### config.mk
export PLATFORM = sky130hd
export DESIGN_NAME = voxhist_queue
export DESIGN_NICKNAME = d
export VERILOG_FILES = /design/src/design/voxhist_pkg.sv /design/src/design/voxhist_queue.sv
export SDC_FILE = /design/constraint.sdc
export NUM_CORES = 1
export LEC_CHECK = 0
export BUFFER_PORTS_ARGS = -buffer_cell sky130_fd_sc_hd__buf_2
export CORE_MARGIN = 5
export CORE_UTILIZATION = 53
export CTS_BUF_LIST = sky130_fd_sc_hd__clkbuf_4 sky130_fd_sc_hd__clkbuf_8
export CTS_CLUSTER_DIAMETER = 150
export CTS_CLUSTER_SIZE = 30
export DETAILED_ROUTE_END_ITERATION = 10
export MAX_ROUTING_LAYER = met4
export PLACE_DENSITY = 0.77
export SETUP_SLACK_MARGIN = 0.3
export SLEW_MARGIN = 20
export SYNTH_ARGS = -nofsm -noshare
export SYNTH_HDL_FRONTEND = slang
export SYNTH_SLANG_ARGS = --single-unit
### constraint.sdc
create_clock -name i_clk -period 1.85 [get_ports i_clk]
set_input_delay 0.37 -clock i_clk [delete_from_list [all_inputs] [get_ports i_clk]]
set_output_delay 0.37 -clock i_clk [all_outputs]
set_load 0.03 [all_outputs]
### src/design/voxhist_pkg.sv
// Shared types and fixed field widths for the voxel occupancy histogram.
`timescale 1ns / 1ps
`default_nettype none

package voxhist_pkg;

    localparam int COORD_BITS  = 8;
    localparam int OUT_CNT_W   = 16;
    localparam int OUT_TOTAL_W = 17;
    localparam int IN_TDATA_W  = 24;
    localparam int OUT_TDATA_W = 56;

    typedef enum logic [1:0] {
        ST_CLEAR,
        ST_IDLE,
        ST_UPD
    } t_back_state;

endpackage

`default_nettype wire

### src/design/voxhist_queue.sv
// Two-entry first-word-fall-through queue between the front and the back end.
`timescale 1ns / 1ps
`default_nettype none

module voxhist_queue #(
    parameter int W = 15
) (
    input  wire logic         i_clk,
    input  wire logic         i_rst_n,
    input  wire logic         i_wr_valid,
    output logic              o_wr_ready,
    input  wire logic [W-1:0] i_wr_data,
    output logic              o_rd_valid,
    input  wire logic         i_rd_ready,
    output logic [W-1:0]      o_rd_data
);
    import voxhist_pkg::*;

    logic [W-1:0] r_mem [2];
    logic         r_wp, r_rp;
    logic [1:0]   r_cnt;
    logic         push, pop;

    assign o_wr_ready = (r_cnt != 2'd2);
    assign o_rd_valid = (r_cnt != 2'd0);
    assign push       = i_wr_valid && o_wr_ready;
    assign pop        = o_rd_valid && i_rd_ready;
    assign o_rd_data  = r_mem[r_rp];

    always_ff @(posedge i_clk) begin
        if (!i_rst_n) begin
            r_wp  <= 1'b0;
            r_rp  <= 1'b0;
            r_cnt <= 2'd0;
        end else begin
            if (push) r_wp <= !r_wp;
            if (pop)  r_rp <= !r_rp;
            r_cnt <= r_cnt + 2'(push) - 2'(pop);
        end
    end

    always_ff @(posedge i_clk) begin
        if (push) r_mem[r_wp] <= i_wr_data;
    end

endmodule

`default_nettype wire

==> qor.csv <==
metric;value;unit
status;finished, final reports clean;
Final Hold Fails;0;
sequential share of the synthesized area;74.0;%
Core ar.;2450;um^2
global route overflow;0;
crit-path cells;buf_12 > mux2_4 > buf_6;
sw frac;31.2;%
Synth Area per Inst;17.6;um^2
Power Dens Cells;1260;nW/um^2
routed vias;784;
top-level port count;36;
Final period util;91.8;%
die width;60.5;um
Clock Latency Late Sink;0.35;ns
Placement Cell Area;1570;um^2
CTS Buffer Depth;2;
Mapped Cells;77;
first-pass GRT wire length;4080;um
commonest non-fill, non-tap cell in the layout;edfxtp_1;
Max Freq;589;MHz
Final setup viols;0;
vias in the first global route;868;
clk_skew;0.00954;ns
layout cells sized above 1;58.3;%
pre-CTS WS;0.163;ns
area grow syn2layout;36.6;%
largest net degree at the start of global routing;16;
clock power share;19.0;%
vias per inst;5.23;
First DRT Iteration DRCs;9;
CP peak stage delay;0.39;ns
Wirelength per Cell;17.5;um
ANT cells;0;
critical path required time;1.48;ns
setup_tns;0;ns
crit path max-delay cell type;dfxtp_4;
Placer Congestion;0.616;
kind of critical path;reg -> out;
Worst VDD drop;849;uV
CTS buffer count;5;
Nets;139;
synthesized net count;97;
most frequent cells in the layout;edfxtp_1 (30), buf_2 (19), mux2_4 (15), buf_6 (15), clkbuf_4 (9);
die area;3660;um^2
port bufs;35;
P_sw;727;uW
Rows;18;
DRT Pass-1 Iters;4;
Yosys reg bits;35;
worst-margin pin slew;0.349;ns
drt total wl;2630;um
initial antenna violation count;0;
overall global routing resource usage;16.9;%
CTS tree;done;
DRC viols;0;
Sink Count;35;
startpoint types;flop;
crit path time final;1.70;ns
Routed Antenna Nets;0;
H-tree levels;2;
combinational share of power;36.9;%
DP Wirelength;1720;um
Yosys top cell by area;edfxtp_1;
post-synth cell types;25;
internal power;1.60;mW
LEAKAGE;0.738;nW
PnR worst setup slack;0.151;ns
chip height;60.5;um
Initial Util;55.1;%
Slew Limit Fails;0;
Reg power frac;44.2;%
RSZ-0062 raised after global routing;true;
clk slew on worst S/H paths;0.10;ns
CTS root buf;clkbuf_4;
worst path arrival time;1.33;ns
crit path max fanout;8;
post-route cell area;1850;um^2
share of the synthesized area in the top cell type;66.6;%
Syn. warnings;0;
Synth area leaders;edfxtp_1 (67%), mux2_1 (12%), dfxtp_1 (7.4%), nor4bb_2 (1.2%), nor2_1 (1.1%);
normalized max-slew margin;76.4;%
Mapped Area;1350;um^2
HP Class;in -> reg;
crit path capture type;output pin;
max_cap viols;0;
Setup Buffers After CTS;0;
path summary, 6_finish.rpt:
path	slack, ns	endpoint	from	cells past startpoint
worst min-delay path	0.21	r_mem[1][5]	i_wr_data[5]	1
worst max-delay path	0.15	o_rd_data[9]	flop	3
worst max register to register	0.43	r_cnt[1]	r_cnt[1]	6
worst min register to register	0.54	r_rp	r_rp	2
stage by stage:
| step | std cells | total power, mW | utilization, % | hold slack, ns |
|---|---|---|---|---|
| after floorplan | 77 | 1.44 | - | 0.469 |
| after global placement | 141 | 1.59 | 63.8 | 0.485 |
| after detailed placement | 141 | 1.61 | 63.8 | 0.497 |
| after CTS | 150 | 2.32 | 74.6 | 0.198 |
| after global routing | 150 | 2.43 | 75.3 | 0.196 |
| final | 150 | 2.33 | 75.3 | 0.206 |
worst max-delay path: cells and delay by family (launching register included):
kind | cells | cell delay, ns
multiplexers | 1 | 0.31
buffers and inverters | 2 | 0.28
flip-flops | 1 | 0.39
layer usage:
metal | part of all wire (%) | vias to the layer above | global-route usage [%] | wire [um]
met3 | 5.5 | 8 | 4.47 | 145
met2 | 54 | 24 | 28.5 | 1430
li1 | - | 378 | - | -
met1 | 38 | 374 | 17.6 | 994
met5 | 0 | - | - | 0
met4 | 2.2 | 0 | 10.2 | 57
synthesized netlist by cell type, drive strengths merged:
library cell / instances
a21bo: 1
a21oi: 1
and2: 1
and3: 2
buf: 2
dfxtp: 5
edfxtp: 30
ha: 1
inv: 2
mux2: 15
nand2b: 1
nand3: 1
nand3b: 1
nor2: 4
nor2b: 1
nor3: 1
nor4: 1
nor4bb: 1
o21ai: 2
o21ba: 1
o31a: 1
or2: 1
xor2: 1
power groups by stage:
stage                     clock, mW  combinational (mW)  sequential [mW]
after global routing          0.481               0.907             1.04
after global placement            0               0.578             1.01
after CTS                     0.444               0.854             1.02
after floorplan                   0               0.439             1.01
final                         0.441               0.857             1.03
after detailed placement          0               0.592             1.02
repair_timing:
action | in CTS | in global routing
setup endpoints to repair | 17 | 21
pin swaps | 0 | 1
gates cloned | 1 | 0
hold buffers | 0 | 0
gates resized for setup | 55 | 4
final cells by class:
class / count / area, um^2
inverter: 2 / 11.3
multi-input combinational: 38 / 410
clock buffer: 8 / 60.1
timing repair buffer: 37 / 319
sequential: 35 / 1010
tap: 30 / 37.5
fill: 160 / 607
cells by family after synthesis:
group	after synthesis	share of synthesized area, %
xor gates and xnor gates	1	0.648
and+or+nand+nor	15	7.22
DFF	35	74.0
adders and majority gates	1	0.925
buffers and inverters	4	1.48
AOI/OAI and AO/OA	6	3.24
muxes	15	12.5
flip-flops by register name (all words and copies together) (netlist names), named ones only:
signal and count:
r_rp 1, r_wp 1, r_mem 30, r_cnt 2
Power figures use the tool's default switching activity.
