<file path="src/design/voxhist_pkg.sv">
// Shared types and fixed field widths for the voxel occupancy histogram.
`timescale 1ns / 1ps
`default_nettype none

package voxhist_pkg;

    localparam int COORD_BITS  = 8;
    localparam int OUT_CNT_W   = 16;
    localparam int OUT_TOTAL_W = 17;
    localparam int IN_TDATA_W  = 24;
    localparam int OUT_TDATA_W = 56;

    typedef enum logic [1:0] {
        ST_CLEAR,
        ST_IDLE,
        ST_UPD
    } t_back_state;

endpackage

`default_nettype wire

</file>
<file path="src/design/voxhist_front.sv">
// Front end: offsets coordinates, checks bounds and forms the linear voxel index.
`timescale 1ns / 1ps
`default_nettype none

module voxhist_front #(
    parameter int GRID_XY = 31,
    parameter int GRID_Z  = 7,
    parameter int IW      = 13
) (
    input  wire logic                                 i_clk,
    input  wire logic                                 i_rst_n,
    input  wire logic                                 i_valid,
    output logic                                      o_ready,
    input  wire logic [voxhist_pkg::COORD_BITS-1:0]   i_coord_i,
    input  wire logic [voxhist_pkg::COORD_BITS-1:0]   i_coord_j,
    input  wire logic [voxhist_pkg::COORD_BITS-1:0]   i_coord_k,
    input  wire logic                                 i_occupied,
    output logic                                      o_q_valid,
    input  wire logic                                 i_q_ready,
    output logic                                      o_q_inside,
    output logic                                      o_q_occ,
    output logic [IW-1:0]                             o_q_idx
);
    import voxhist_pkg::*;

    localparam int XYN = GRID_XY * GRID_XY;
    localparam int XYW = (XYN > 1) ? $clog2(XYN) : 1;
    localparam int SW  = COORD_BITS + 2;

    logic signed [SW-1:0] x_s, y_s, z_s;
    logic                 in_grid;
    logic                 en;

    logic                  r_v1, r_inside1, r_occ1;
    logic [COORD_BITS-1:0] r_x1, r_y1, r_z1;
    logic                  r_v2, r_inside2, r_occ2;
    logic [XYW-1:0]        r_xy2;
    logic [COORD_BITS-1:0] r_z2;

    // offset coordinates: sign extend, then add the integer half of the grid
    assign x_s = $signed({{2{i_coord_i[COORD_BITS-1]}}, i_coord_i}) + SW'(GRID_XY / 2);
    assign y_s = $signed({{2{i_coord_j[COORD_BITS-1]}}, i_coord_j}) + SW'(GRID_XY / 2);
    assign z_s = $signed({{2{i_coord_k[COORD_BITS-1]}}, i_coord_k}) + SW'(GRID_Z / 2);

    assign in_grid = !x_s[SW-1] && (x_s[SW-2:0] < (SW-1)'(GRID_XY)) &&
                     !y_s[SW-1] && (y_s[SW-2:0] < (SW-1)'(GRID_XY)) &&
                     !z_s[SW-1] && (z_s[SW-2:0] < (SW-1)'(GRID_Z));

    assign en      = !r_v2 || i_q_ready;
    assign o_ready = en;

    always_ff @(posedge i_clk) begin
        if (!i_rst_n) begin
            r_v1 <= 1'b0;
            r_v2 <= 1'b0;
        end else if (en) begin
            r_v1 <= i_valid;
            r_v2 <= r_v1;
        end
    end

    always_ff @(posedge i_clk) begin
        if (en) begin
            r_inside1 <= in_grid;
            r_occ1    <= i_occupied;
            r_x1      <= x_s[COORD_BITS-1:0];
            r_y1      <= y_s[COORD_BITS-1:0];
            r_z1      <= z_s[COORD_BITS-1:0];
            r_inside2 <= r_inside1;
            r_occ2    <= r_occ1;
            r_xy2     <= XYW'(32'(r_x1) * GRID_XY + 32'(r_y1));
            r_z2      <= r_z1;
        end
    end

    assign o_q_valid  = r_v2;
    assign o_q_inside = r_inside2;
    assign o_q_occ    = r_occ2;
    assign o_q_idx    = IW'(32'(r_xy2) * GRID_Z + 32'(r_z2));

endmodule

`default_nettype wire

</file>
<file path="config.mk">
export PLATFORM = sky130hd
export DESIGN_NAME = voxhist_front
export DESIGN_NICKNAME = d
export VERILOG_FILES = /design/src/design/voxhist_pkg.sv /design/src/design/voxhist_front.sv
export SDC_FILE = /design/constraint.sdc
export NUM_CORES = 1
export LEC_CHECK = 0
export CAP_MARGIN = 20
export CORE_ASPECT_RATIO = 1.75
export CORE_MARGIN = 2
export CORE_UTILIZATION = 55
export DETAILED_ROUTE_END_ITERATION = 16
export DONT_BUFFER_PORTS = 1
export GPL_TIMING_DRIVEN = 1
export PLACE_DENSITY = 0.73
export SLEW_MARGIN = 20
export SYNTH_ARGS = -nofsm -noshare
export SYNTH_HDL_FRONTEND = slang
export SYNTH_SLANG_ARGS = --single-unit
</file>
<file path="constraint.sdc">
create_clock -name i_clk -period 5.35 [get_ports i_clk]
set_clock_uncertainty 0.2 [all_clocks]
set_input_delay 1.07 -clock i_clk [delete_from_list [all_inputs] [get_ports i_clk]]
set_output_delay 1.07 -clock i_clk [all_outputs]
set_load 0.1 [all_outputs]
</file>
==> flow_summary.ini, run 1 <==
[status]
status = complete, no violations

[yosys]
avgSynthCellArea_sq_um = 11.1
synth_cell_type_count = 51
netlist.top_cell.by_area = edfxtp_1
synth.most_common_cell = inv_1
synthTopCellsByArea = edfxtp_1, fa_1, ha_1
synth_edf_count = 46
async_reset_ff_share_pct = 0
synthCells = 366
synthTopCellsByCount = inv_1, edfxtp_1, fa_1
yosysWarnings = 0
synthesis.area_sq_um = 4060
ys_seq_elements = 48
netlist.area_leader.share_pct = 34.1
ys.flop_type = edfxtp_1
synth_nets = 471
yosysSeqAreaShare_pct = 35.1

[die]
rows = 41
fp.coreArea_sq_um = 7180
io_pins = 46
fp.dieW_um = 68.9
die-area_sq_um = 8100
start_util_pct = 56.5
chipHeight_um = 118

[route]
wl_mm = 6.63
wire_per_inst_um = 14.2
drtPass1Iterations = 4
route.detailed.drc = 0
vias_per_cell = 5.33
drt_iter0_drc = 44
vias = 2484
drtAntennaViolNets = 0

[grt]
grt.total_usage_pct = 18.8
grt_max_degree = 50
grt_pass1_wl_mm = 11.4
grt_overflow_total = 0
grt_pass1_vias = 2694
antenna_found_initial = 0

[layout]
n_antenna_cell = 0
stdcell_count = 466
drive_gt1_share_pct = 8.95
nets = 484
area_growth_pct = 11.0

[placed_design]
dp_slack_ps = 349
placed_cells = 458
dpl.hpwl_mm = 5.36
globalplace.congestion = 0.800
portBuffers = 0

[worst_setup_path]
worstPathArrival_ps = 3910
critPathMaxFanout = 3
start_kind = register
endpoint_kind = output pin
max_stage_delay_ps = 560
crit_type = register to output pin
crit_slowest_cell = fa_1
cp_cell_sequence = fa_1, inv_1, fa_1, inv_1, ha_1, a211o_1, a2111oi_1, nor2_1, a31oi_2, xnor2_4
required_ps = 4080

[timing]
setup_tns_ps = 0
rsz0062_at_grt = no
fin_crit_ps = 5180
tightest_slew_ps = 1030
fmax_mhz = 193
hold_violations = 0
fin_crit_sh_pct = 96.8
fin_ws_ps = 173
setup_viol = 0
finalMaxSlewViolations = 0
relSlewSlack_pct = 30.9

[clocking]
htree_levels = 2
root_buffer = clkbuf_16
postCtsSetupRepairBufs = 0
hold_buffers = 0
numCtsBuffers = 5
cts_tree = done
cts_resized = 0
clk_path_buf_depth = 2
clk-insertion-delay-late_ps = 290
clk_pin_slew_ps = 70
cts.sinks = 48

[flow_run]
cap_violations = 0

[hold_path]
worstHoldPathType = register to register
-- path summary, 6_finish.rpt --
path / startpoint / depth (start not counted) / end / slack (ps)
max: r_xy2[0] / 10 / o_q_idx[10] / 170
min: r_z1[4] / 0 / r_z2[4] / 220
max reg2reg: r_x1[1] / 13 / r_xy2[9] / 1410
min reg2reg: r_z1[4] / 0 / r_z2[4] / 220
-- area by class of cell --
type	instances	area (sq um)
clock inverter	3	47.5
clock buffer	5	125
timing repair buffer	7	52.6
inverter	92	345
fill	568	2680
multi-input combinational	225	2400
sequential	48	1420
tap	86	108
-- state kept, by name (all words and copies together), names as in the netlist --
| signal | count |
|---|---|
| o_q_inside | 1 |
| o_q_valid | 1 |
| r_z1 | 8 |
| r_v1 | 1 |
| o_q_occ | 1 |
| r_inside1 | 1 |
| r_z2 | 8 |
| r_occ1 | 1 |
| r_x1 | 8 |
| r_xy2 | 10 |
| r_y1 | 8 |
-- through the flow --
step / util [%] / area [sq um] / hold WS, ps
after global placement: 59.6 / 4280 / 200
after floorplan: - / 4060 / 200
after global routing: 62.7 / 4500 / 225
after detailed placement: 60.1 / 4320 / 205
final: 62.7 / 4500 / 217
after CTS: 62.5 / 4490 / 217
-- cell usage in the layout, fill, tap and decap left out, types with 3 or more instances in the layout --
| cell type | synthesis | layout |
|---|---|---|
| a21o_1 | 3 | 3 |
| a21oi_1 | 9 | 8 |
| buf_4 | 0 | 7 |
| clkbuf_16 | 0 | 5 |
| edfxtp_1 | 46 | 46 |
| fa_1 | 40 | 40 |
| ha_1 | 36 | 36 |
| inv_1 | 92 | 92 |
| nand2_1 | 9 | 9 |
| nand3_1 | 5 | 5 |
| nand4_1 | 4 | 4 |
| nor2_1 | 19 | 19 |
| nor2b_1 | 7 | 7 |
| nor3_1 | 6 | 6 |
| o21a_1 | 3 | 3 |
| o21ai_0 | 7 | 7 |
| o21bai_1 | 3 | 3 |
| xnor2_1 | 25 | 19 |
| xnor2_2 | 0 | 3 |
| xnor2_4 | 0 | 3 |
| xor2_1 | 11 | 9 |
-- critical path, delay by kind of cell (launching register included) --
| family | cells | cell delay (ps) |
|---|---|---|
| adders and majority gates | 3 | 1400 |
| DFF | 1 | 450 |
| and+or+nand+nor | 1 | 200 |
| AOI/OAI and AO/OA | 3 | 1120 |
| buffers and inverters | 2 | 110 |
| xor gates and xnor gates | 1 | 340 |
-- logic make-up (layout without fill, tap and decap cells) --
group           Yosys count  in the layout  synth area share [%]
mux                       2              2                 0.494
buf+inv                  93            107                  8.61
xor+xnor                 36             36                  7.78
fa+ha+maj                76             76                  30.9
simple gates             66             66                  8.98
compound gates           45             45                  8.24
flops                    48             48                  35.1
-- routing by layer --
| metal | global-route usage (%) | vias to the layer above | routed length [um] |
|---|---|---|---|
| met5 | 0 | - | 0 |
| met2 | 36.2 | 41 | 4040 |
| li1 | - | 1233 | - |
| met3 | 3.06 | 9 | 164 |
| met1 | 18.2 | 1201 | 2270 |
| met4 | 7.48 | 0 | 158 |
Power of run 1 is not shown: default switching activity piles up to over one toggle a cycle in this logic, so the estimate is an artifact.
==> inputs of run 2 (changes only) <==
Settings changed: CORE_MARGIN 2 to 5.
==> flow_summary.ini, run 2 (synthesis results as in run 1) <==
[die]
chipHeight_um = 124
die-area_sq_um = 9260
fp.dieW_um = 74.9
start_util_pct = 56.5
io_pins = 46
fp.coreArea_sq_um = 7180
rows = 41

[timing]
hold_violations = 0
fmax_mhz = 195
tightest_slew_ps = 1020
fin_crit_ps = 5130
finalMaxSlewViolations = 0
setup_viol = 0
relSlewSlack_pct = 31.8
setup_tns_ps = 0
fin_crit_sh_pct = 95.9
rsz0062_at_grt = no

[worst_setup_path]
max_stage_delay_ps = 570
endpoint_kind = output pin
path_buf_inv = 2
crit_type = register to output pin
cp_top_family = adder cells
timing.rr.start = r_x1[0]
required_ps = 4080
cp_cell_sequence = fa_1, inv_1, fa_1, inv_1, ha_1, a211o_1, a2111oi_1, nor2_1, nor2_1, xnor2_4
start_kind = register
crit_path_start = r_xy2[0]
critPathMaxFanout = 3
worstPathArrival_ps = 3860
crit_slowest_cell = fa_1

[route]
drt_iter0_drc = 32
drtPass1Iterations = 6
route.detailed.drc = 0
vias = 2505
wl_mm = 6.75
vias_per_cell = 5.38
wire_per_inst_um = 14.5
drtAntennaViolNets = 0

[grt]
grt_max_degree = 50
antenna_found_initial = 0
grt.total_usage_pct = 16.2
grt_pass1_vias = 2660
grt_pass1_wl_mm = 11.4
grt_overflow_total = 0

[layout]
final_common_cell = inv_1
layout_common_cells = inv_1, edfxtp_1, fa_1
n_antenna_cell = 0
drive_gt1_share_pct = 8.95
regMostFlops = r_xy2
fillerInstances = 568
multi_input_area_sq_um = 2410
nets = 484
ff_latch_area_sq_um = 1420
largest_reg_flops = 10
area_growth_pct = 11.7

[placed_design]
dpl.hpwl_mm = 5.58
globalplace.congestion = 0.814
portBuffers = 0

[status]
status = complete, no violations

[clocking]
postCtsSetupRepairBufs = 0
cts_tree = done
numCtsBuffers = 5
root_buffer = clkbuf_16
htree_levels = 2
cts.sinks = 48
clk_pin_slew_ps = 60
clk_path_buf_depth = 2
clk-insertion-delay-late_ps = 290

[hold_path]
min_from = r_z1[7]
worstHoldPathType = register to register

[flow_run]
cap_violations = 0
run 2: what timing repair did:
item	in CTS	in global routing
endpoints found under the setup margin	0	3
gates resized for setup	0	4
hold endpoints to repair	0	0
hold buffers	0	0
run 2: worst paths after layout:
kind	to	slack, ps	cells past startpoint
hold reg to reg	r_z2[7]	220	0
setup reg to reg	r_xy2[9]	1480	10
hold / removal	r_z2[7]	220	0
setup / recovery	o_q_idx[8]	220	10
run 2: through the flow:
stage               cells  setup WS, ps  instance area [sq um]  utilization (%)  hold WS [ps]
floorplan             366           150                   4060                -           200
global placement      458           433                   4280             59.6           201
finish                466           218                   4530             63.1           216
global route          466          4.72                   4530             63.1           224
detailed placement    458           351                   4320             60.1           205
CTS                   466          31.2                   4510             62.8           219
run 2: worst reg2reg max path, delay by kind of cell (launching register included):
family	cells	cell delay (ps)
adder cells (fa/ha/maj)	4	1920
AO/OA/AOI/OAI	2	570
flip-flops	1	520
AND/OR/NAND/NOR	1	170
XOR/XNOR	1	130
buffers and inverters	2	100
run 2: area by class of cell:
class | instances | share of cell area [%]
clock buffer | 5 | 2.76
clock inverter | 3 | 1.52
inverter | 92 | 7.62
multi-input combinational | 225 | 53.2
sequential | 48 | 31.4
tap | 86 | 2.38
timing repair buffer | 7 | 1.16
run 2: metal layers:
layer | global-route usage [%] | wire [um]
met5 | 0 | 0
met3 | 2.83 | 228
met1 | 15.0 | 2220
met2 | 32.4 | 4110
met4 | 6.90 | 193
Power of run 2 is left out for the same reason.
==> inputs of run 3 (changes only) <==
Settings changed: CORE_UTILIZATION 55 to 24, PLACE_DENSITY 0.73 to 0.4, TNS_END_PERCENT from default to 30.
==> flow_summary.ini, run 3 (synthesis results as in run 1) <==
[timing]
setup_viol = 0
fmax_mhz = 195
tightest_slew_ps = 1020
fin_ws_ps = 233
fin_crit_sh_pct = 95.6
hold_violations = 0
relSlewSlack_pct = 32.0
finalMaxSlewViolations = 0
fin_crit_ps = 5120

[grt]
grt_pass1_wl_mm = 12.3
use_met1_pct = 7.65
grt_overflow_total = 0
grt_max_degree = 50
grt.total_usage_pct = 7.84
grt_pass1_vias = 2623
antenna_found_initial = 0
grt_use_met3_pct = 1.32
grt_use_met2_pct = 15.7
top_usage_layer = met2

[placed_design]
portBuffers = 0
globalplace.congestion = 0.777
dpl.hpwl_mm = 6.26
dp_slack_ps = 442

[clocking]
clk_path_buf_depth = 2
cts_tree = done
numCtsBuffers = 5
clk-insertion-delay-late_ps = 290
htree_levels = 2
root_buffer = clkbuf_16
clk_pin_slew_ps = 60
postCtsSetupRepairBufs = 0
cts.sinks = 48

[die]
die-area_sq_um = 19700
rows = 63
start_util_pct = 24.2
fp.coreArea_sq_um = 16800
fp.dieW_um = 108
chipHeight_um = 182
io_pins = 46

[layout]
layout_common_cells = inv_1, edfxtp_1, fa_1
largest_reg_flops = 10
final_common_cell = inv_1
area_growth_pct = 16.0
n_antenna_cell = 0
regMostFlops = r_xy2
final_util_pct = 28.0
drive_gt1_share_pct = 8.90
nets = 486

[hold_path]
min_from = r_occ1
min_to = o_q_occ
worstHoldPathCells = 0
worstHoldPathType = register to register

[worst_setup_path]
max_stage_delay_ps = 550
endpoint_kind = output pin
crit_slowest_cell = fa_1
reg2reg_slack_ps = 1510
critPathMaxFanout = 3
crit_type = register to output pin
start_kind = register
timing.rr.start = r_x1[1]
required_ps = 4080
cp_cell_sequence = fa_1, inv_1, fa_1, inv_1, ha_1, a211o_1, a2111oi_1, nor2_1, a31oi_1, xnor2_2, buf_12
reg2reg_to = r_xy2[9]
worstPathArrival_ps = 3850
reg2reg_depth = 13

[route]
vias_per_cell = 4.06
wl_mm = 7.26
drtPass1Iterations = 4
drt_iter0_drc = 75
wire_per_inst_um = 11.9
route.detailed.drc = 0
vias = 2472
drtAntennaViolNets = 0

[flow_run]
cap_violations = 0

[status]
status = complete, no violations
## run 3: cell types whose count changed in the layout (fill, tap and decap cells not counted)
cell	change
a31oi_1	+1
buf_12	+2
xnor2_4	-2
a31oi_4	-1
o21ai_1	+1
xnor2_2	+2
o21ai_2	-1
## run 3: area by class of cell
class                           instances  area, sq um
Tap cell                              227          284
Clock buffer                            5          125
Fill cell                            1772        12100
Clock inverter                          3         68.8
Timing Repair Buffer                    9         92.6
Inverter                               92          345
Multi-Input combinational cell        225         2370
Sequential cell                        48         1420
## run 3: repair_timing
action | CTS | global route
setup endpoints to repair | 0 | 3
hold buffers | 0 | 0
resized for setup | 0 | 1
## run 3: how the worst max path moves through the flow
stage	endpoint	slack, ps	cells past startpoint	from
finish	o_q_idx[10]	230	11	r_xy2[0]
detailed placement	o_q_idx[12]	440	11	r_xy2[0]
floorplan	o_q_idx[10]	150	10	r_xy2[0]
global route	o_q_idx[10]	-8	11	r_xy2[0]
global placement	o_q_idx[8]	410	10	r_xy2[0]
CTS	o_q_idx[12]	110	11	r_xy2[0]
## run 3: critical path, delay by kind of cell (launching register included)
family / cells / cell delay (ps)
AOI/OAI and AO/OA: 3 / 1080
xor gates and xnor gates: 1 / 160
adders and majority gates: 3 / 1390
buffers and inverters: 3 / 310
DFF: 1 / 450
and+or+nand+nor: 1 / 170
## run 3: metal layers
| layer | wire length [um] | vias up | share of wire (%) |
|---|---|---|---|
| met3 | 262 | 8 | 3.6 |
| li1 | - | 1237 | - |
| met1 | 2550 | 1180 | 35 |
| met4 | 166 | 0 | 2.3 |
| met5 | 0 | - | 0 |
| met2 | 4280 | 47 | 59 |
## run 3: stage by stage
stage	instances	hold WS [ps]	area (sq um)	TNS (ps)
floorplan	366	200	4060	0
global placement	601	201	4500	0
detailed placement	601	207	4510	0
CTS	609	223	4700	0
global route	609	237	4710	-7.59
finish	609	220	4710	0
Power of run 3 is left out for the same reason.
